### config.mk
export PLATFORM = sky130hd
export DESIGN_NAME = xoshiro128pp_block_generator_core
export DESIGN_NICKNAME = d
export VERILOG_FILES = /design/src/rtl/xbg_pkg.sv /design/src/rtl/xbg_ctrl.sv /design/src/rtl/xbg_datapath.sv /design/src/rtl/xoshiro128pp_block_generator_core.sv
export SDC_FILE = /design/constraint.sdc
export NUM_CORES = 2
export LEC_CHECK = 0
export BUFFER_PORTS_ARGS = -buffer_cell sky130_fd_sc_hd__buf_4
export CORE_MARGIN = 2
export CORE_UTILIZATION = 45
export CTS_CLUSTER_DIAMETER = 80
export DETAILED_ROUTE_END_ITERATION = 8
export PLACE_DENSITY = 0.66
export SLEW_MARGIN = 20
export SYNTH_ARGS = -nofsm -noshare
export SYNTH_HDL_FRONTEND = slang
export SYNTH_HIERARCHICAL = 1
export SYNTH_SLANG_ARGS = --single-unit
### constraint.sdc
create_clock -name aclk -period 24.2 [get_ports aclk]
set_input_delay 0 -clock aclk [delete_from_list [all_inputs] [get_ports aclk]]
set_output_delay 0 -clock aclk [all_outputs]
set_load 0.01 [all_outputs]
### src/rtl/xbg_pkg.sv
// Shared types, constants and helpers for the xoshiro128++ block generator.
// No dependencies; used by the controller, the datapath and the top level.
package xbg_pkg;

    // Operation codes carried on s_tuser
    localparam logic OP_SEED = 1'b0;
    localparam logic OP_GEN  = 1'b1;

    // Block size default and the cap on words per block
    localparam int BLOCK_BYTES_DEF = 32;
    localparam int MAX_WORDS       = 8;

    // Widths of the stream payloads
    localparam int S_TDATA_W = 144;
    localparam int M_TDATA_W = 40;

    // splitmix32 constants
    localparam logic [31:0] SM_GOLDEN = 32'h9E37_79B9;
    localparam logic [31:0] SM_MUL1   = 32'h21F0_AAAD;
    localparam logic [31:0] SM_MUL2   = 32'h735A_2D97;

    // xoshiro128++ rotate and shift amounts
    localparam int XO_ROT_RES = 7;
    localparam int XO_ROT_S3  = 11;
    localparam int XO_SHIFT   = 9;

    // Commands from the controller to the datapath
    typedef struct packed {
        logic       load_seed;  // fold entropy fields into the seed accumulator
        logic       mul_first;  // advance accumulator, first splitmix multiply
        logic       mul_second; // second splitmix multiply
        logic       mix;        // xor finished splitmix output into one state word
        logic       fix;        // force word 0 to one if the state is all zero
        logic       gen;        // advance xoshiro and load the output register
        logic [1:0] round;      // state word addressed by mix
        logic [2:0] word_idx;   // position of the generated word in the block
        logic       last;       // generated word closes the block
    } xbg_cmd_t;

    // Rotate left by a constant amount (1..31)
    function automatic logic [31:0] rotl(input logic [31:0] v, input int amt);
        rotl = (v << amt) | (v >> (32 - amt));
    endfunction

endpackage

### src/rtl/xbg_ctrl.sv
// Sequencer for the xoshiro128++ block generator: input handshake, seed rounds,
// word counting and output valid. Depends on xbg_pkg.
module xbg_ctrl #(
    parameter int BLOCK_BYTES = xbg_pkg::BLOCK_BYTES_DEF
) (
    input  logic             aclk,
    input  logic             aresetn,
    input  logic             s_tvalid,
    output logic             s_tready,
    input  logic             s_op,
    output logic             m_tvalid,
    input  logic             m_tready,
    output xbg_pkg::xbg_cmd_t cmd
);

    localparam int NWORDS_RAW = BLOCK_BYTES / 4;
    localparam int NWORDS = (NWORDS_RAW > xbg_pkg::MAX_WORDS) ? xbg_pkg::MAX_WORDS
                                                                : NWORDS_RAW;
    localparam logic [2:0] LAST_IDX = 3'(NWORDS - 1);

    typedef enum logic [5:0] {
        ST_IDLE = 6'b000001,
        ST_MUL1 = 6'b000010,
        ST_MUL2 = 6'b000100,
        ST_MIX  = 6'b001000,
        ST_FIX  = 6'b010000,
        ST_GEN  = 6'b100000
    } xbg_state_t;

    xbg_state_t state_reg, state_next;
    logic [1:0] round_reg, round_next;
    logic [2:0] word_reg, word_next;
    logic       valid_reg, valid_next;
    logic       out_free;

    assign out_free = ~valid_reg | m_tready;
    assign s_tready = (state_reg == ST_IDLE);
    assign m_tvalid = valid_reg;

    // Decode state into commands and next state
    always_comb begin
        state_next = state_reg;
        round_next = round_reg;
        word_next  = word_reg;
        valid_next = valid_reg & ~m_tready;
        cmd            = '0;
        cmd.round      = round_reg;
        cmd.word_idx   = word_reg;
        cmd.last       = (word_reg == LAST_IDX);
        case (state_reg)
            ST_IDLE: begin
                if (s_tvalid) begin
                    round_next = 2'd0;
                    word_next  = 3'd0;
                    if (s_op == xbg_pkg::OP_SEED) begin
                        cmd.load_seed = 1'b1;
                        state_next    = ST_MUL1;
                    end else begin
                        state_next = ST_GEN;
                    end
                end
            end
            ST_MUL1: begin
                cmd.mul_first = 1'b1;
                state_next    = ST_MUL2;
            end
            ST_MUL2: begin
                cmd.mul_second = 1'b1;
                state_next     = ST_MIX;
            end
            ST_MIX: begin
                cmd.mix    = 1'b1;
                round_next = round_reg + 2'd1;
                state_next = (round_reg == 2'd3) ? ST_FIX : ST_MUL1;
            end
            ST_FIX: begin
                cmd.fix    = 1'b1;
                state_next = ST_IDLE;
            end
            ST_GEN: begin
                // Hold while the output register is still full
                if (out_free) begin
                    cmd.gen    = 1'b1;
                    valid_next = 1'b1;
                    word_next  = word_reg + 3'd1;
                    if (word_reg == LAST_IDX) begin
                        state_next = ST_IDLE;
                    end
                end
            end
            default: begin
                state_next = ST_IDLE;
            end
        endcase
    end

    always_ff @(posedge aclk) begin
        if (!aresetn) begin
            state_reg <= ST_IDLE;
            round_reg <= 2'd0;
            word_reg  <= 3'd0;
            valid_reg <= 1'b0;
        end else begin
            state_reg <= state_next;
            round_reg <= round_next;
            word_reg  <= word_next;
            valid_reg <= valid_next;
        end
    end

endmodule

### src/rtl/xbg_datapath.sv
// Datapath of the xoshiro128++ block generator: seed accumulator, shared
// splitmix multiplier, 128-bit state and output payload register. Depends on xbg_pkg.
module xbg_datapath (
    input  logic                              aclk,
    input  logic                              aresetn,
    input  xbg_pkg::xbg_cmd_t                 cmd,
    input  logic [xbg_pkg::S_TDATA_W-1:0]     s_tdata,
    output logic [xbg_pkg::M_TDATA_W-1:0]     m_tdata,
    output logic                              m_tlast
);

    logic [31:0] acc_reg, acc_next;
    logic [31:0] prod_reg, prod_next;
    logic [31:0] gs_reg [4];
    logic [31:0] gs_next [4];
    logic [31:0] word_reg, word_next;
    logic [2:0]  idx_reg;
    logic        last_reg;
    logic [31:0] entropy;
    logic [31:0] mul_a, mul_b;
    logic [31:0] mix_out;
    logic [31:0] adv_res, adv_sh, t2, t3, t1, t0;

    // Fold the entropy fields into one seed word
    assign entropy = s_tdata[31:0] ^ {16'h0000, s_tdata[47:32]} ^ s_tdata[79:48]
                   ^ s_tdata[111:80] ^ s_tdata[143:112];

    // Shared splitmix multiplier
    always_comb begin
        acc_next = acc_reg;
        if (cmd.load_seed) begin
            acc_next = entropy;
        end else if (cmd.mul_first) begin
            acc_next = acc_reg + xbg_pkg::SM_GOLDEN;
        end
        if (cmd.mul_first) begin
            mul_a = acc_next ^ (acc_next >> 16);
            mul_b = xbg_pkg::SM_MUL1;
        end else begin
            mul_a = prod_reg ^ (prod_reg >> 15);
            mul_b = xbg_pkg::SM_MUL2;
        end
        prod_next = prod_reg;
        if (cmd.mul_first || cmd.mul_second) begin
            prod_next = mul_a * mul_b;
        end
    end

    assign mix_out = prod_reg ^ (prod_reg >> 15);

    // One xoshiro128++ step
    always_comb begin
        adv_res = xbg_pkg::rotl(gs_reg[0] + gs_reg[3], xbg_pkg::XO_ROT_RES) + gs_reg[0];
        adv_sh  = gs_reg[1] << xbg_pkg::XO_SHIFT;
        t2      = gs_reg[2] ^ gs_reg[0];
        t3      = gs_reg[3] ^ gs_reg[1];
        t1      = gs_reg[1] ^ t2;
        t0      = gs_reg[0] ^ t3;
    end

    // Update the generator state
    always_comb begin
        gs_next = gs_reg;
        if (cmd.mix) begin
            gs_next[cmd.round] = gs_reg[cmd.round] ^ mix_out;
        end else if (cmd.fix) begin
            if ((gs_reg[0] | gs_reg[1] | gs_reg[2] | gs_reg[3]) == 32'h0) begin
                gs_next[0] = 32'h0000_0001;
            end
        end else if (cmd.gen) begin
            gs_next[0] = t0;
            gs_next[1] = t1;
            gs_next[2] = t2 ^ adv_sh;
            gs_next[3] = xbg_pkg::rotl(t3, xbg_pkg::XO_ROT_S3);
        end
    end

    assign word_next = cmd.gen ? adv_res : word_reg;

    always_ff @(posedge aclk) begin
        if (!aresetn) begin
            for (int i = 0; i < 4; i++) begin
                gs_reg[i] <= 32'h0;
            end
        end else begin
            gs_reg <= gs_next;
        end
    end

    // Payload registers, no reset needed
    always_ff @(posedge aclk) begin
        acc_reg  <= acc_next;
        prod_reg <= prod_next;
        word_reg <= word_next;
        if (cmd.gen) begin
            idx_reg  <= cmd.word_idx;
            last_reg <= cmd.last;
        end
    end

    assign m_tdata = {5'b00000, idx_reg, word_reg};
    assign m_tlast = last_reg;

endmodule

### src/rtl/xoshiro128pp_block_generator_core.sv
// xoshiro128++ block generator with splitmix32 seeding.
// Seed item: accepted in idle, then 4 rounds of two multiplies on the
// shared multiplier and one state xor, plus a zero check; busy until it is done.
// Generate item: the generate state then loads one word per cycle into the output
// register while it is free (BLOCK_BYTES/4 words, at most 8), held back while m_tready
// stalls a waiting word; ready again once the last word is loaded.
// Reset (aresetn low, synchronous) clears the 128-bit state and the output valid.
module xoshiro128pp_block_generator_core #(
    parameter int BLOCK_BYTES = xbg_pkg::BLOCK_BYTES_DEF
) (
    input  logic                          aclk,
    input  logic                          aresetn,
    input  logic                          s_tvalid,
    output logic                          s_tready,
    // tick_count[31:0], adc_average[47:32], uid_word0[79:48],
    // uid_word1[111:80], uid_word2[143:112]
    input  logic [xbg_pkg::S_TDATA_W-1:0] s_tdata,
    // operation[0]
    input  logic [0:0]                    s_tuser,
    output logic                          m_tvalid,
    input  logic                          m_tready,
    // random_word[31:0], word_index[34:32], zero fill[39:35]
    output logic [xbg_pkg::M_TDATA_W-1:0] m_tdata,
    output logic                          m_tlast
);

    localparam int NWORDS_RAW = BLOCK_BYTES / 4;
    localparam int NWORDS = (NWORDS_RAW > xbg_pkg::MAX_WORDS) ? xbg_pkg::MAX_WORDS
                                                                : NWORDS_RAW;
    localparam logic [2:0] LAST_IDX = 3'(NWORDS - 1);

    xbg_pkg::xbg_cmd_t cmd;

    xbg_ctrl #(
        .BLOCK_BYTES(BLOCK_BYTES)
    ) u_ctrl (
        .aclk    (aclk),
        .aresetn (aresetn),
        .s_tvalid(s_tvalid),
        .s_tready(s_tready),
        .s_op    (s_tuser[0]),
        .m_tvalid(m_tvalid),
        .m_tready(m_tready),
        .cmd     (cmd)
    );

    xbg_datapath u_datapath (
        .aclk   (aclk),
        .aresetn(aresetn),
        .cmd    (cmd),
        .s_tdata(s_tdata),
        .m_tdata(m_tdata),
        .m_tlast(m_tlast)
    );

    // Never overwrite a beat that is still waiting
    a_no_overwrite: assert property (@(posedge aclk) disable iff (!aresetn)
        (m_tvalid && !m_tready) |-> !cmd.gen)
        else $error("output beat overwritten while stalled");

    // No generation while a new item can be taken
    a_gen_busy: assert property (@(posedge aclk) disable iff (!aresetn)
        cmd.gen |-> !s_tready)
        else $error("generation while input ready");

    // The flagged beat sits at the last position of the block
    a_last_index: assert property (@(posedge aclk) disable iff (!aresetn)
        m_tvalid |-> (m_tlast == (m_tdata[34:32] == LAST_IDX)))
        else $error("tlast does not match word index");

    // A seed item is followed by the seed sequence, not by generation
    a_seed_seq: assert property (@(posedge aclk) disable iff (!aresetn)
        (s_tvalid && s_tready && s_tuser[0] == xbg_pkg::OP_SEED) |=> cmd.mul_first)
        else $error("seed item did not start splitmix rounds");

endmodule
==> flow_summary.json <==
{
  "ys_ff_latch": 240,
  "synth_most_common_cell": "inv_1",
  "routed_wl_um": 88700,
  "final.setup_skew_ps": 38.6,
  "drt_iter0_drc": 2384,
  "place_congestion": 0.969,
  "htree_levels": 1,
  "yosys.area.top_type": "fa_1",
  "core_um2": 63200,
  "path_class": "reg2reg",
  "cts_resized": 0,
  "grt_max_degree": 79,
  "critPathArrivalTime_ps": 11480,
  "drive_above_1_share_pct": 10.0,
  "critPathSlowestCell": "clkinv_1",
  "dp.final_hpwl_um": 68800,
  "async_flop_share_pct": 0,
  "synthTopCellsByCount": "inv_1 (549), xnor2_1 (309), nand2_1 (290), fa_1 (282), ha_1 (255)",
  "vias": 23660,
  "gr-total-overflow": 0,
  "largest_register_ffs": 105,
  "antenna_found_initial": 2,
  "cts_sinks": 240,
  "viasPerCell": 5.54,
  "drc": 0,
  "ys_seq_area_share_pct": 19.0,
  "yosys.area.top_type_share_pct": 19.6,
  "hold_class": "in2reg",
  "synth_cell_type_count": 88,
  "grt_use_total_pct": 26.8,
  "fmax_ghz": 0.0896,
  "drv_slew": 0,
  "slew_headroom_pct": 27.0,
  "portBuffers": 186,
  "startpoint_type": "register",
  "slowest_delay_ps": 780,
  "cts.clk_slew.worst_paths_ps": 60,
  "syn_area_per_cell_um2": 8.97,
  "hold_viol": 0,
  "tightest_slew_ps": 1100,
  "synth-edff-count": 68,
  "area_delta_synth_final_pct": 12.8,
  "synth_area_um2": 28800,
  "die_area_um2": 66100,
  "rows": 92,
  "period_minus_slack_ps": 11160,
  "crit_path_max_fanout": 68,
  "firstDrtPassIters": 6,
  "ant_nets": 0,
  "cp-end-kind": "register",
  "cp_common_cell": "fa_1",
  "post_drt_wl_per_cell_um": 20.8,
  "cts_tree": "built",
  "fin_nets": 4082,
  "grt_pass1_wl_um": 137000,
  "grt_pass1_vias": 23624,
  "period_share_pct": 46.1,
  "root_buffer": "clkbuf_16",
  "insertedDiodeCount": 0,
  "insertion_delay_ps": 620,
  "synthCells": 3212,
  "maxCapViolations": 0,
  "yosysWarnings": 6,
  "dominantRegCellSynth": "dfxtp_1",
  "critPathRequiredTime_ps": 24530,
  "initial_core_util_pct": 45.6,
  "multi_input_area_um2": 20900,
  "setup_viol": 0,
  "die_h_um": 257,
  "die_x_um": 257,
  "cts_inserted_buffers": 31,
  "fill_cells": 5903,
  "setup_tns_ps": 0,
  "rsz0062_at_grt": "false",
  "regArea_um2": 5490,
  "run_status": "finished, final reports clean",
  "cts_buffer_depth": 3,
  "synth.top_cells.by_area": "fa_1 (20%), dfxtp_1 (12%), ha_1 (11%), xnor2_1 (9.4%), inv_1 (7.1%)",
  "io_pins": 192
}
## routing by layer
metal  share of wire, %  vias up  global-route usage, %
li1                   -    10888                      -
met1                 40    11504                   34.6
met2                 47     1021                   44.4
met3                8.2      245                   4.66
met4                5.0        2                   11.2
met5              0.012        -                      0
## cell type report
type                            instances  area share [%]
Inverter                              552            6.37
Clock inverter                         21           0.558
Clock buffer                           37            2.46
Sequential cell                       240            16.9
Tap cell                              846            3.26
Timing Repair Buffer                  252            6.20
Multi-Input combinational cell       2319            64.3
## what timing repair did
action | 4_1_cts | 5_1_grt
endpoints found under the setup margin | 0 | 0
hold buffers | 49 | 0
setup buffers | 0 | 0
endpoints found under the hold margin | 48 | 0
## metrics by stage
stage / worst slack (ps) / instances / hold WS (ps) / area, µm² / util (%)
floorplan: 14460 / 3238 / 139 / 28900 / -
global placement: 13440 / 4160 / 289 / 31000 / 49.1
detailed placement: 13190 / 4160 / 291 / 31000 / 49.1
CTS: 13160 / 4267 / 0.763 / 32500 / 51.4
global route: 12540 / 4267 / 36.9 / 32500 / 51.4
finish: 13040 / 4267 / 17.5 / 32500 / 51.4
## critical path: cells and delay by family (launching register included)
family                   cells  cell delay [ps]
AO/OA/AOI/OAI                6             1980
XOR/XNOR                     3              330
adder cells (fa/ha/maj)      9             4190
buffers and inverters        9             2280
flip-flops                   1              370
AND/OR/NAND/NOR              9             1750
## cells in the final DEF (no fill, tap or decap), types with 24 or more instances in the layout
| cell type | instances |
|---|---|
| inv_1 | 548 |
| xnor2_1 | 309 |
| nand2_1 | 290 |
| fa_1 | 282 |
| ha_1 | 255 |
| buf_4 | 203 |
| dfxtp_1 | 171 |
| a21oi_1 | 167 |
| nor2_1 | 158 |
| xor2_1 | 146 |
| o21ai_0 | 122 |
| edfxtp_1 | 68 |
| dlygate4sd3_1 | 49 |
| a21o_1 | 41 |
| o221ai_1 | 41 |
| o211a_1 | 41 |
| nor4_1 | 37 |
| nor3_1 | 36 |
| mux4_2 | 32 |
| clkbuf_16 | 31 |
| conb_1 | 28 |
| and2_1 | 26 |
| nand3_1 | 24 |
| a21boi_0 | 24 |
| o21bai_1 | 24 |
## kinds of logic (layout without fill, tap and decap cells)
logic type      count (synthesis)  after routing  share of synthesized area [%]
other cells                     2             28                         0.0261
flops                         240            240                           19.0
mux                            39             39                           2.79
compound gates                576            576                           13.6
simple gates                  680            680                           10.8
buf+inv                       679            862                           8.95
xor+xnor                      459            459                           14.1
fa+ha+maj                     537            537                           30.7
## final timing paths
kind	from	to	slack (ps)	cells after the start
min	s_tdata[104]	u_datapath/acc_reg[24]	20	4
min reg2reg	u_ctrl/word_reg[2]	u_datapath/idx_reg[2]	470	0
max reg2reg	u_ctrl/state_reg[3]	u_datapath/prod_reg[30]	13040	36
max	u_ctrl/state_reg[3]	u_datapath/prod_reg[30]	13040	36
Power is left out: the tool's default activity adds up to more than one toggle a clock period on the data nets, which glitch-free logic cannot reach.
